### src/rtl/core/hed_pkg.sv
// shared types, constants and entity table for the html entity decoder
package hed_pkg;

    // number of held bytes after an open ampersand (longest entity body minus its semicolon)
    localparam int HeldMax   = 5;
    localparam int NumEnt    = 8;
    localparam int FifoDepth = 4;
    localparam int FifoAw    = $clog2(FifoDepth);

    // character codes
    localparam logic [7:0] ChAmp  = 8'h26;
    localparam logic [7:0] ChLt   = 8'h3C;
    localparam logic [7:0] ChGt   = 8'h3E;
    localparam logic [7:0] ChQuot = 8'h22;
    localparam logic [7:0] ChApos = 8'h27;
    localparam logic [7:0] ChDash = 8'h2D;

    // one queue entry: either a single byte or a flush of '&', held bytes and an optional extra byte
    typedef struct packed {
        logic                     last;
        logic                     flush;
        logic [2:0]               held_cnt;
        logic                     extra_vld;
        logic [7:0]               byte_val;
        logic [HeldMax-1:0][7:0]  held;
    } entry_t;

    // entity body after the '&', first character in the low byte
    function automatic logic [47:0] ent_body(input logic [2:0] k);
        case (k)
            3'd0:    return {16'h0, ";", "p", "m", "a"};
            3'd1:    return {24'h0, ";", "t", "l"};
            3'd2:    return {24'h0, ";", "t", "g"};
            3'd3:    return {8'h0, ";", "t", "o", "u", "q"};
            3'd4:    return {16'h0, ";", "9", "3", "#"};
            3'd5:    return {8'h0, ";", "s", "o", "p", "a"};
            3'd6:    return {";", "h", "s", "a", "d", "n"};
            3'd7:    return {";", "h", "s", "a", "d", "m"};
            default: return 48'h0;
        endcase
    endfunction

    function automatic logic [7:0] ent_char(input logic [2:0] k, input logic [2:0] pos);
        logic [47:0] body;
        body = ent_body(k);
        case (pos)
            3'd0:    return body[7:0];
            3'd1:    return body[15:8];
            3'd2:    return body[23:16];
            3'd3:    return body[31:24];
            3'd4:    return body[39:32];
            3'd5:    return body[47:40];
            default: return 8'h00;
        endcase
    endfunction

    function automatic logic [2:0] ent_len(input logic [2:0] k);
        case (k)
            3'd0, 3'd4:       return 3'd4;
            3'd1, 3'd2:       return 3'd3;
            3'd3, 3'd5:       return 3'd5;
            3'd6, 3'd7:       return 3'd6;
            default:          return 3'd0;
        endcase
    endfunction

    function automatic logic [7:0] ent_repl(input logic [2:0] k);
        case (k)
            3'd0:       return ChAmp;
            3'd1:       return ChLt;
            3'd2:       return ChGt;
            3'd3:       return ChQuot;
            3'd4, 3'd5: return ChApos;
            3'd6, 3'd7: return ChDash;
            default:    return 8'h00;
        endcase
    endfunction

endpackage

### src/rtl/core/hed_front.sv
// front end: accepts input items, tracks open entities and classifies the results
module hed_front (
    input  logic             aclk,
    input  logic             aresetn,
    input  logic             in_vld,
    input  logic [7:0]       in_byte,
    input  logic             in_last,
    input  logic             q_full,
    output logic             in_rdy,
    output logic             q_push,
    output hed_pkg::entry_t  q_entry
);

    logic                                  amp_open_reg, amp_open_next;
    logic [2:0]                            held_cnt_reg, held_cnt_next;
    logic [hed_pkg::NumEnt-1:0]            cand_reg, cand_next;
    logic [hed_pkg::HeldMax-1:0][7:0]      held_reg;

    logic [hed_pkg::NumEnt-1:0]            hit;
    logic [hed_pkg::NumEnt-1:0]            complete;
    logic                                  done_any;
    logic                                  prefix_any;
    logic [7:0]                            repl;
    logic                                  hold_wr;
    logic                                  emit;
    logic                                  accept;

    assign in_rdy = !q_full;
    assign accept = in_vld && in_rdy;

    // compare the new byte against every entity still in the running
    always_comb begin
        done_any = 1'b0;
        repl     = 8'h00;
        for (int k = 0; k < hed_pkg::NumEnt; k++) begin
            hit[k] = cand_reg[k] && (held_cnt_reg < hed_pkg::ent_len(3'(k)))
                     && (hed_pkg::ent_char(3'(k), held_cnt_reg) == in_byte);
            complete[k] = hit[k] && ((held_cnt_reg + 3'd1) == hed_pkg::ent_len(3'(k)));
        end
        for (int k = hed_pkg::NumEnt - 1; k >= 0; k--) begin
            if (complete[k]) begin
                done_any = 1'b1;
                repl     = hed_pkg::ent_repl(3'(k));
            end
        end
        prefix_any = |(hit & ~complete);
    end

    // classify the item and work out the next entity state
    always_comb begin
        amp_open_next      = amp_open_reg;
        held_cnt_next      = held_cnt_reg;
        cand_next          = cand_reg;
        hold_wr            = 1'b0;
        q_entry            = '0;
        q_entry.held       = held_reg;
        q_entry.held_cnt   = held_cnt_reg;
        q_entry.last       = in_last;

        if (!amp_open_reg) begin
            if (in_byte == hed_pkg::ChAmp) begin
                amp_open_next = 1'b1;
                held_cnt_next = 3'd0;
                cand_next     = '1;
            end else begin
                q_entry.byte_val = in_byte;
                q_entry.extra_vld = 1'b1;
            end
        end else if (done_any) begin
            q_entry.byte_val  = repl;
            q_entry.extra_vld = 1'b1;
            amp_open_next     = 1'b0;
            held_cnt_next     = 3'd0;
        end else if (prefix_any) begin
            hold_wr       = 1'b1;
            held_cnt_next = held_cnt_reg + 3'd1;
            cand_next     = hit & ~complete;
        end else begin
            // broken entity: '&' plus held bytes, then the byte itself afresh
            q_entry.flush = 1'b1;
            if (in_byte == hed_pkg::ChAmp) begin
                amp_open_next = 1'b1;
                held_cnt_next = 3'd0;
                cand_next     = '1;
            end else begin
                q_entry.byte_val  = in_byte;
                q_entry.extra_vld = 1'b1;
                amp_open_next     = 1'b0;
                held_cnt_next     = 3'd0;
            end
        end

        // string end closes any entity still open
        if (in_last && amp_open_next) begin
            if (q_entry.flush) begin
                q_entry.byte_val  = hed_pkg::ChAmp;
                q_entry.extra_vld = 1'b1;
            end else if (hold_wr) begin
                q_entry.flush     = 1'b1;
                q_entry.byte_val  = in_byte;
                q_entry.extra_vld = 1'b1;
            end else begin
                q_entry.byte_val  = hed_pkg::ChAmp;
                q_entry.extra_vld = 1'b1;
            end
            amp_open_next = 1'b0;
            held_cnt_next = 3'd0;
        end

        emit = q_entry.flush || q_entry.extra_vld;
    end

    assign q_push = accept && emit;

    // entity state
    always_ff @(posedge aclk) begin
        if (!aresetn) begin
            amp_open_reg <= 1'b0;
            held_cnt_reg <= 3'd0;
            cand_reg     <= '0;
        end else if (accept) begin
            amp_open_reg <= amp_open_next;
            held_cnt_reg <= held_cnt_next;
            cand_reg     <= cand_next;
        end
    end

    // held bytes after the open '&'
    always_ff @(posedge aclk) begin
        for (int i = 0; i < hed_pkg::HeldMax; i++) begin
            if (accept && hold_wr && (held_cnt_reg == 3'(i))) begin
                held_reg[i] <= in_byte;
            end
        end
    end

    a_held_cnt_range: assert property (@(posedge aclk) disable iff (!aresetn)
        held_cnt_reg <= 3'(hed_pkg::HeldMax))
        else $error("held count beyond longest entity prefix");

    a_open_has_cand: assert property (@(posedge aclk) disable iff (!aresetn)
        amp_open_reg |-> (cand_reg != '0))
        else $error("open entity with no candidate left");

    a_last_emits: assert property (@(posedge aclk) disable iff (!aresetn)
        (accept && in_last) |-> q_push)
        else $error("final byte of a string produced no item");

endmodule

### src/rtl/core/hed_fifo.sv
// short queue of classified entries between front and back
module hed_fifo (
    input  logic             aclk,
    input  logic             aresetn,
    input  logic             push,
    input  hed_pkg::entry_t  push_entry,
    input  logic             pop,
    output logic             full,
    output logic             head_vld,
    output hed_pkg::entry_t  head_entry
);

    localparam int CntW = $clog2(hed_pkg::FifoDepth + 1);

    hed_pkg::entry_t                 mem [hed_pkg::FifoDepth];
    logic [hed_pkg::FifoAw-1:0]      wr_ptr_reg;
    logic [hed_pkg::FifoAw-1:0]      rd_ptr_reg;
    logic [CntW-1:0]                 cnt_reg, cnt_next;

    assign full       = (cnt_reg == CntW'(hed_pkg::FifoDepth));
    assign head_vld   = (cnt_reg != '0);
    assign head_entry = mem[rd_ptr_reg];

    // occupancy
    always_comb begin
        cnt_next = cnt_reg;
        if (push && !pop) begin
            cnt_next = cnt_reg + CntW'(1);
        end else if (pop && !push) begin
            cnt_next = cnt_reg - CntW'(1);
        end
    end

    // pointers and occupancy count
    always_ff @(posedge aclk) begin
        if (!aresetn) begin
            wr_ptr_reg <= '0;
            rd_ptr_reg <= '0;
            cnt_reg    <= '0;
        end else begin
            cnt_reg <= cnt_next;
            if (push) begin
                wr_ptr_reg <= wr_ptr_reg + hed_pkg::FifoAw'(1);
            end
            if (pop) begin
                rd_ptr_reg <= rd_ptr_reg + hed_pkg::FifoAw'(1);
            end
        end
    end

    // entry storage
    always_ff @(posedge aclk) begin
        if (push) begin
            mem[wr_ptr_reg] <= push_entry;
        end
    end

endmodule

### src/rtl/core/hed_back.sv
// back end: expands queue entries into output bytes behind an output register
module hed_back (
    input  logic             aclk,
    input  logic             aresetn,
    input  logic             head_vld,
    input  hed_pkg::entry_t  head_entry,
    output logic             pop,
    output logic             out_vld,
    input  logic             out_rdy,
    output logic [7:0]       out_byte,
    output logic             out_run_last,
    output logic             out_string_end
);

    logic [2:0]  idx_reg, idx_next;
    logic        vld_reg;
    logic [7:0]  byte_reg;
    logic        run_last_reg;
    logic        string_end_reg;

    logic [2:0]  total;
    logic [2:0]  held_idx;
    logic [7:0]  held_sel;
    logic [7:0]  cur_byte;
    logic        is_end;
    logic        load;

    // number of bytes this entry expands to
    assign total = head_entry.flush
                   ? (3'd1 + head_entry.held_cnt + {2'b00, head_entry.extra_vld})
                   : 3'd1;
    assign is_end   = (idx_reg == (total - 3'd1));
    assign held_idx = idx_reg - 3'd1;

    // pick the byte at the current position
    always_comb begin
        held_sel = 8'h00;
        for (int i = 0; i < hed_pkg::HeldMax; i++) begin
            if (held_idx == 3'(i)) begin
                held_sel = head_entry.held[i];
            end
        end
        if (!head_entry.flush) begin
            cur_byte = head_entry.byte_val;
        end else if (idx_reg == 3'd0) begin
            cur_byte = hed_pkg::ChAmp;
        end else if (idx_reg <= head_entry.held_cnt) begin
            cur_byte = held_sel;
        end else begin
            cur_byte = head_entry.byte_val;
        end
    end

    assign load     = head_vld && (!vld_reg || out_rdy);
    assign pop      = load && is_end;
    assign idx_next = is_end ? 3'd0 : (idx_reg + 3'd1);

    // control: position counter and output valid
    always_ff @(posedge aclk) begin
        if (!aresetn) begin
            idx_reg <= 3'd0;
            vld_reg <= 1'b0;
        end else begin
            if (load) begin
                idx_reg <= idx_next;
                vld_reg <= 1'b1;
            end else if (out_rdy) begin
                vld_reg <= 1'b0;
            end
        end
    end

    // output payload
    always_ff @(posedge aclk) begin
        if (load) begin
            byte_reg       <= cur_byte;
            run_last_reg   <= is_end;
            string_end_reg <= is_end && head_entry.last;
        end
    end

    assign out_vld        = vld_reg;
    assign out_byte       = byte_reg;
    assign out_run_last   = run_last_reg;
    assign out_string_end = string_end_reg;

    a_idx_in_entry: assert property (@(posedge aclk) disable iff (!aresetn)
        head_vld |-> (idx_reg < total))
        else $error("position counter ran past its entry");

    a_idle_idx_zero: assert property (@(posedge aclk) disable iff (!aresetn)
        !head_vld |-> (idx_reg == 3'd0))
        else $error("position counter left mid entry with queue empty");

    a_out_hold: assert property (@(posedge aclk) disable iff (!aresetn)
        (vld_reg && !out_rdy) |=> (vld_reg && $stable(byte_reg)))
        else $error("output item changed while stalled");

endmodule

### src/rtl/core/html_entity_decoder_top.sv
// top level of the streaming html entity decoder
//
//  channel | dir | tdata           | tuser        | tlast
//  s_      | in  | [7:0] in_byte   | -            | in_last
//  m_      | out | [7:0] out_byte  | [0] run_last | string_end
//
// the front takes one item per cycle while the four-entry queue has room
// each item yields 0 to 7 output bytes; the back sends one byte per cycle while
// the receiver is ready, and an item that yields no bytes puts nothing in the queue
// a broken entity flushes '&' plus up to five held bytes as one queue entry
// synchronous active-low reset clears entity state, queue and output valid
// output stalls back up through the queue into s_tready
module html_entity_decoder_top (
    input  logic        aclk,
    input  logic        aresetn,
    input  logic        s_tvalid,
    output logic        s_tready,
    input  logic [7:0]  s_tdata,   // [7:0] in_byte
    input  logic        s_tlast,
    output logic        m_tvalid,
    input  logic        m_tready,
    output logic [7:0]  m_tdata,   // [7:0] out_byte
    output logic        m_tuser,   // [0] run_last
    output logic        m_tlast
);

    logic             q_full;
    logic             q_push;
    logic             q_pop;
    logic             head_vld;
    hed_pkg::entry_t  push_entry;
    hed_pkg::entry_t  head_entry;

    // classify incoming items
    hed_front u_front (
        .aclk     (aclk),
        .aresetn  (aresetn),
        .in_vld   (s_tvalid),
        .in_byte  (s_tdata),
        .in_last  (s_tlast),
        .q_full   (q_full),
        .in_rdy   (s_tready),
        .q_push   (q_push),
        .q_entry  (push_entry)
    );

    // decoupling queue
    hed_fifo u_fifo (
        .aclk       (aclk),
        .aresetn    (aresetn),
        .push       (q_push),
        .push_entry (push_entry),
        .pop        (q_pop),
        .full       (q_full),
        .head_vld   (head_vld),
        .head_entry (head_entry)
    );

    // expand entries into output bytes
    hed_back u_back (
        .aclk           (aclk),
        .aresetn        (aresetn),
        .head_vld       (head_vld),
        .head_entry     (head_entry),
        .pop            (q_pop),
        .out_vld        (m_tvalid),
        .out_rdy        (m_tready),
        .out_byte       (m_tdata),
        .out_run_last   (m_tuser),
        .out_string_end (m_tlast)
    );

endmodule

### config.mk
export PLATFORM = sky130hd
export DESIGN_NAME = html_entity_decoder_top
export DESIGN_NICKNAME = d
export VERILOG_FILES = /design/src/rtl/core/hed_pkg.sv /design/src/rtl/core/hed_front.sv /design/src/rtl/core/hed_fifo.sv /design/src/rtl/core/hed_back.sv /design/src/rtl/core/html_entity_decoder_top.sv
export SDC_FILE = /design/constraint.sdc
export NUM_CORES = 1
export LEC_CHECK = 0
export BUFFER_PORTS_ARGS = -buffer_cell sky130_fd_sc_hd__buf_2
export CELL_PAD_IN_SITES_DETAIL_PLACEMENT = 1
export CELL_PAD_IN_SITES_GLOBAL_PLACEMENT = 2
export CORE_MARGIN = 2
export CORE_UTILIZATION = 51
export CTS_CLUSTER_SIZE = 40
export DETAILED_ROUTE_END_ITERATION = 8
export GPL_TIMING_DRIVEN = 0
export PLACE_DENSITY = 0.84
export SYNTH_ARGS = -nofsm -noshare
export SYNTH_HDL_FRONTEND = slang
export SYNTH_SLANG_ARGS = --single-unit
### constraint.sdc
create_clock -name aclk -period 7.48 [get_ports aclk]
set_clock_uncertainty 0.05 [all_clocks]
set_input_delay 1.122 -clock aclk [delete_from_list [all_inputs] [get_ports aclk]]
set_output_delay 1.122 -clock aclk [all_outputs]
set_load 0.01 [all_outputs]
After elaboration in Yosys (flattened, before gate mapping)
Memory sizes are Yosys's and may differ from the RTL's. A register that Yosys moved wholly into a read port is not among the register bits.
Index checks and enable logic that the tools add are counted.
{ "op_classes": {"addsub": 10, "n_mux": 72, "bitwise": 2, "eq_ne": 25, "order_cmp": 5, "reduce_logical": 54} }
{ "ops": {"columns": ["op", "count"], "rows": [
  ["8-bit two-way mux", 13],
  ["7-bit one-hot mux with 6 select lines", 2],
  ["7-bit one-hot mux with 5 select lines", 2],
  ["7-bit by 8-bit == test with 1-bit output", 7],
  ["9-bit two-way mux", 6],
  ["6-bit two-way mux", 8],
  ["7-bit one-hot mux with 3 select lines", 2],
  ["1-bit logical AND", 38],
  ["7-bit one-hot mux with 4 select lines", 1],
  ["3-bit two-way mux", 9],
  ["1-bit two-way mux", 26],
  ["6-bit one-hot mux with 4 select lines", 1],
  ["3-bit == test (second input constant)", 7],
  ["3-bit by 2-bit == test with 1-bit output (second input constant)", 5],
  ["3-bit by 1-bit adder with 3-bit output (second input constant)", 3],
  ["3-bit zero test", 3],
  ["3-bit < comparator (second input constant)", 3],
  ["3-bit by 1-bit subtractor with 3-bit output (second input constant)", 3],
  ["8-bit bitwise AND", 1],
  ["6-bit by 8-bit == test with 1-bit output", 1],
  ["8-bit by 6-bit == test with 1-bit output (second input constant)", 1],
  ["8-bit NOT", 1],
  ["8-bit OR reduction", 1],
  ["3-bit by 1-bit == test with 1-bit output (second input constant)", 2],
  ["other kinds (13)", 22]
]} }
{ "totals": {"ramBits": 216, "inputBits": 13, "mem_count": 1, "register_bits": 73} }
{ "mem_list": {"columns": ["memory", "depth", "word_bits", "rd", "rd_ports_with_merged_regs", "wr", "line", "source"], "rows": [
  ["u_fifo.mem", 4, 54, 1, 1, 1, "hed_fifo.sv:15", "hed_pkg::entry_t mem [hed_pkg::FifoDepth];"]
]} }

Longest topological paths before layout
{ "logic_depth": {"word_depth": 24, "depth_mapped": 21, "mapped_depth_nobuf": 17} }

By module
Synthesis repeated with hierarchy kept, for this count alone.
{ "unflattened": {"cells_unflattened": 839, "hier_area_um2": 13180.1} }
{ "by_module_without_submodules": {"columns": ["mod", "cells_per_inst", "seq_area_each_um2", "area_each_um2", "n_inst"], "rows": [
  ["hed_fifo", 325, 6666.4, 8305.5, 1],
  ["hed_front", 350, 1441.4, 3425.8, 1],
  ["hed_back", 164, 380.4, 1448.9, 1]
]} }

Worst setup path before layout
No wires, ideal clock.
{ "synth_timing": {"path_type": "reg-to-reg", "start": "register (tool-made name)", "end": "register u_fifo.cnt_reg[2]", "slack_ns": 2.463, "setup_ns": 0.076, "stages_incl_launch_ff": 22, "t_arrival_ns": 4.891, "n_path_buf": 4, "cell_sequence": "dfxtp_1 > buf_2 > buf_2 > buf_2 > buf_1 > mux4_2 > inv_1 > ha_1 > inv_1 > ha_1 > nand2_1 > ha_1 > xnor2_1 > and3_1 > nor4_2 > nand2_1 > ha_1 > inv_1 > fa_1 > xor2_1 > or3_1 > a21boi_0"} }
{ "synth_lines": {"columns": ["item", "line", "source"], "rows": [
  ["end signal, assigned", "hed_fifo.sv:41", "cnt_reg <= cnt_next;"],
  ["end, declared", "hed_fifo.sv:18", "logic [CntW-1:0] cnt_reg, cnt_next;"]
]} }

==> Flow_metrics.wiki <==
{| class="wikitable"
! Metric !! Value
|-
| Netlist area before placement || 12,700 µm²
|-
| Class of the worst hold path || flop to flop
|-
| Mapped Cells || around 810
|-
| Sequential cell area || about 8500 µm²
|-
| Aggregate global routing overflow || 0
|-
| Setup-violating endpoint count in the final report || 0
|-
| Initial standard-cell utilization of the core || 52.1%
|-
| RSZ-0062 raised after global routing || no
|-
| Clk buf depth || 3
|-
| Avg Cell Area, Syn || between 15 and 20 µm²
|-
| Number of detailed-routing iterations run before antenna repair || 5
|-
| CTS tree || done
|-
| Data arrival time of the worst path || 6820 ps
|-
| Highest Clock Rate || roughly 0.16 GHz
|-
| Die width || 162 µm
|-
| Fill cell count || 2,293
|-
| Worst-Margin Slew || 952 ps
|-
| Area growth, synth to finish || 11.4%
|-
| Largest net degree at the start of global routing || 55
|-
| Vias in the first global route || 7,931
|-
| Headroom to the max-slew limit || ~36%
|-
| Cts repair resizes || 0
|-
| DIE HEIGHT || 162 µm
|-
| Area used by multi-input combinational logic || 3880 µm²
|-
| Final setup TNS || 0 ps
|-
| Ports || 25
|-
| Largest register FFs || 216
|-
| Routed metal-1 wirelength || 13,500 µm
|-
| Drt first-iter violations || 676
|-
| Vias per Instance || 6.08
|-
| Fraction of layout cells with a size suffix above 1 || between 10% and 20%
|-
| GP Congestion || 0.901
|-
| Number of pins with negative max-slew slack in the final report || 0
|-
| Category of the worst setup path launch point || flop
|-
| Total number of yosys warnings || 0
|-
| Chain of cells forming the critical path || clkbuf_1, clkbuf_1, clkbuf_1, clkbuf_1, mux4_2, inv_1, ha_1, inv_1, ha_1, nand2_1, ha_1, xnor2_1, and3_1, nor4_2, nand2_1, ha_1, inv_1, fa_1, xor2_1, or3_1, a21boi_0
|-
| Detailed-placement wirelength estimate || 20,300 µm
|-
| Core box area || 24,400 µm²
|-
| Leakage || about 4.7 nW
|-
| Flip-flop and latch count after synthesis || 291
|-
| Final critical-path share of the clock period || 85.3%
|-
| Uppermost metal layer occupied by signal nets || met4
|-
| Site Rows || 57
|-
| Global-route total usage across every layer || 24.2%
|-
| Crit-path max FO || 10
|-
| Clock tree root driver cell || clkbuf_16
|-
| Overall Power || about 4.5 mW
|-
| Post-CTS setup repair buffer count || 0
|-
| Vias after detailed routing || 7,352
|-
| Max-cap violations || 0
|-
| Peak supply drop || roughly 0.22 mV
|-
| Final worst-path setup slack || about 1100 ps
|-
| Min cycle time layout || ~6400 ps
|-
| Antenna diode count || 0
|-
| Sequential share of the synthesized area || approximately two thirds
|-
| Syn_nets || roughly 850
|-
| Data required time of the critical path || around 7900 ps
|-
| Antenna Violating Nets Remaining || 0
|-
| Top flip-flop cell by instance count after synthesis || edfxtp_1
|-
| Number of remaining DRC errors || 0
|-
| Post-CTS Hold Fix Bufs || 0
|-
| Final wirelength || roughly 31,000 µm
|-
| Proportion of synthesized flip-flops having asynchronous set or reset || 0%
|-
| Worst path max stage delay || 700 ps
|-
| Post-place setup slack || 1040 ps
|-
| Pwr/cell area || 315 nW/µm²
|-
| Full die area || 26,200 µm²
|-
| Final Net Count || 900
|-
| Depth of the CTS H-tree || 1
|-
| Number of antenna violations at the first check in global routing || 0
|-
| Register ranked first by flip-flop count || u_fifo.mem
|-
| Number of enable-type register cells in the synthesized netlist || 266
|-
| Number of buffers created by CTS || 29
|-
| Startpoint-to-endpoint class of the critical path || flop to flop
|-
| Total length of routed met2 wires || 15,500 µm
|-
| CP max stage cell || nor4_2
|-
| Average wire length per cell after detail routing || 25.7 µm
|-
| Clock slew at reported path FFs || 60 ps
|-
| Wire length of the first global-routing pass || 47,400 µm
|-
| Count of buffers inserted at the top-level ports || 23
|-
| Critical Path Sink Type || flop
|-
| Distinct cell type count after synthesis || 75
|-
| Routed length on met3 || 1080 µm
|-
| Clock sink total || roughly 290
|-
| Outcome || complete, no violations
|-
| Insertion delay of the later-clocked pin in the worst-skew pair || 560 ps
|-
| Number of hold-slack violations in the final timing report || 0
|}
-- layout by cell type (no fill, tap or decap), drive strengths merged, types with 7 or more instances in the layout --
cell type,count
ha,23
nand2,32
mux2i,12
a21oi,38
and2,16
inv,31
edfxtp,266
o21ai,15
nor2b,10
clkbuf,59
nor3,19
nor4,8
a22oi,11
xnor2,19
nand2b,8
and3,7
clkinv,13
nor2,47
dfxtp,25
xor2,9
mux4,54
buf,49
nand3,21
-- logic make-up (layout without fill, tap and decap cells) --
group | Yosys count | count (layout) | share of synthesized area [%]
AND/OR/NAND/NOR | 195 | 195 | 8.36
XOR/XNOR | 28 | 28 | 1.93
AO/OA/AOI/OAI | 127 | 127 | 7.12
buffers and inverters | 77 | 154 | 2.74
adder cells (fa/ha/maj) | 24 | 24 | 2.42
flip-flops | 291 | 291 | 66.8
multiplexers | 67 | 67 | 10.6
-- metrics by stage --
stage          hold WS, ps  instances  utilization (%)  instance area, µm²
2_1_floorplan          409        809                -               12700
3_3_place_gp           413       1156             54.2               13200
3_5_place_dp           425       1156             54.3               13200
4_1_cts                435       1210             58.0               14200
5_1_grt                448       1210             58.0               14200
6_report               429       1210             58.0               14200
-- Yosys cell counts (5+ instances only) --
cell | number | area [µm²]
o21ai_0 | 15 | 75.1
buf_2 | 17 | 85.1
xnor2_1 | 19 | 166
nor4_1 | 6 | 37.5
and2_1 | 16 | 100
o221a_2 | 5 | 56.3
a21oi_1 | 38 | 190
o21a_1 | 5 | 37.5
and3_1 | 7 | 43.8
inv_1 | 27 | 101
nor2_1 | 47 | 176
nor3_1 | 17 | 85.1
ha_1 | 23 | 288
xor2_1 | 9 | 78.8
nand2_1 | 32 | 120
o31ai_1 | 6 | 45.0
clkbuf_1 | 23 | 86.3
nor2b_1 | 10 | 62.6
mux4_2 | 54 | 1220
nand2b_1 | 8 | 50.1
nand3_1 | 20 | 100
mux2i_1 | 12 | 120
a22oi_1 | 11 | 82.6
dfxtp_1 | 25 | 500
edfxtp_1 | 266 | 7990
-- area by class of cell --
| cell class | instances | share of cell area [%] |
|---|---|---|
| flip-flops and latches | 291 | 60.0 |
| clock inverters | 18 | 0.999 |
| inverters | 28 | 0.743 |
| repair buffers | 23 | 0.813 |
| well taps | 324 | 2.86 |
| clock buffers | 36 | 5.45 |
| multi-input cells | 441 | 27.4 |
| plain buffers | 49 | 1.72 |
-- per-layer routing --
| layer | global-route usage [%] | vias up |
|---|---|---|
| met2 | 41.0 | 164 |
| li1 | - | 3269 |
| met3 | 2.45 | 56 |
| met4 | 7.76 | 0 |
| met5 | 0 | - |
| met1 | 33.3 | 3863 |
-- critical path: cells and delay by family (launching register included) --
family,cells,cell delay (ps)
AOI/OAI and AO/OA,1,170
xor gates and xnor gates,2,220
and+or+nand+nor,5,1570
adders and majority gates,5,1090
buffers and inverters,7,2470
DFF,1,310
muxes,1,400
-- power breakdown --
group / switching, mW / internal [mW] / total (mW) / leakage [nW]
Sequential: 0.0524 / 1.96 / 2.01 / 2.64
Clock: 0.620 / 0.775 / 1.39 / 0.454
Combinational: 0.638 / 0.404 / 1.04 / 1.58
-- final timing paths --
kind | start | to | slack [ps] | depth (start not counted)
max reg2reg | flop | u_fifo.cnt_reg[2] | 1100 | 21
max | flop | u_fifo.cnt_reg[2] | 1100 | 21
min reg2reg | u_back.out_vld | u_back.out_vld | 430 | 2
min | u_back.out_vld | u_back.out_vld | 430 | 2
No activity file was read; power rests on OpenSTA's default activity.
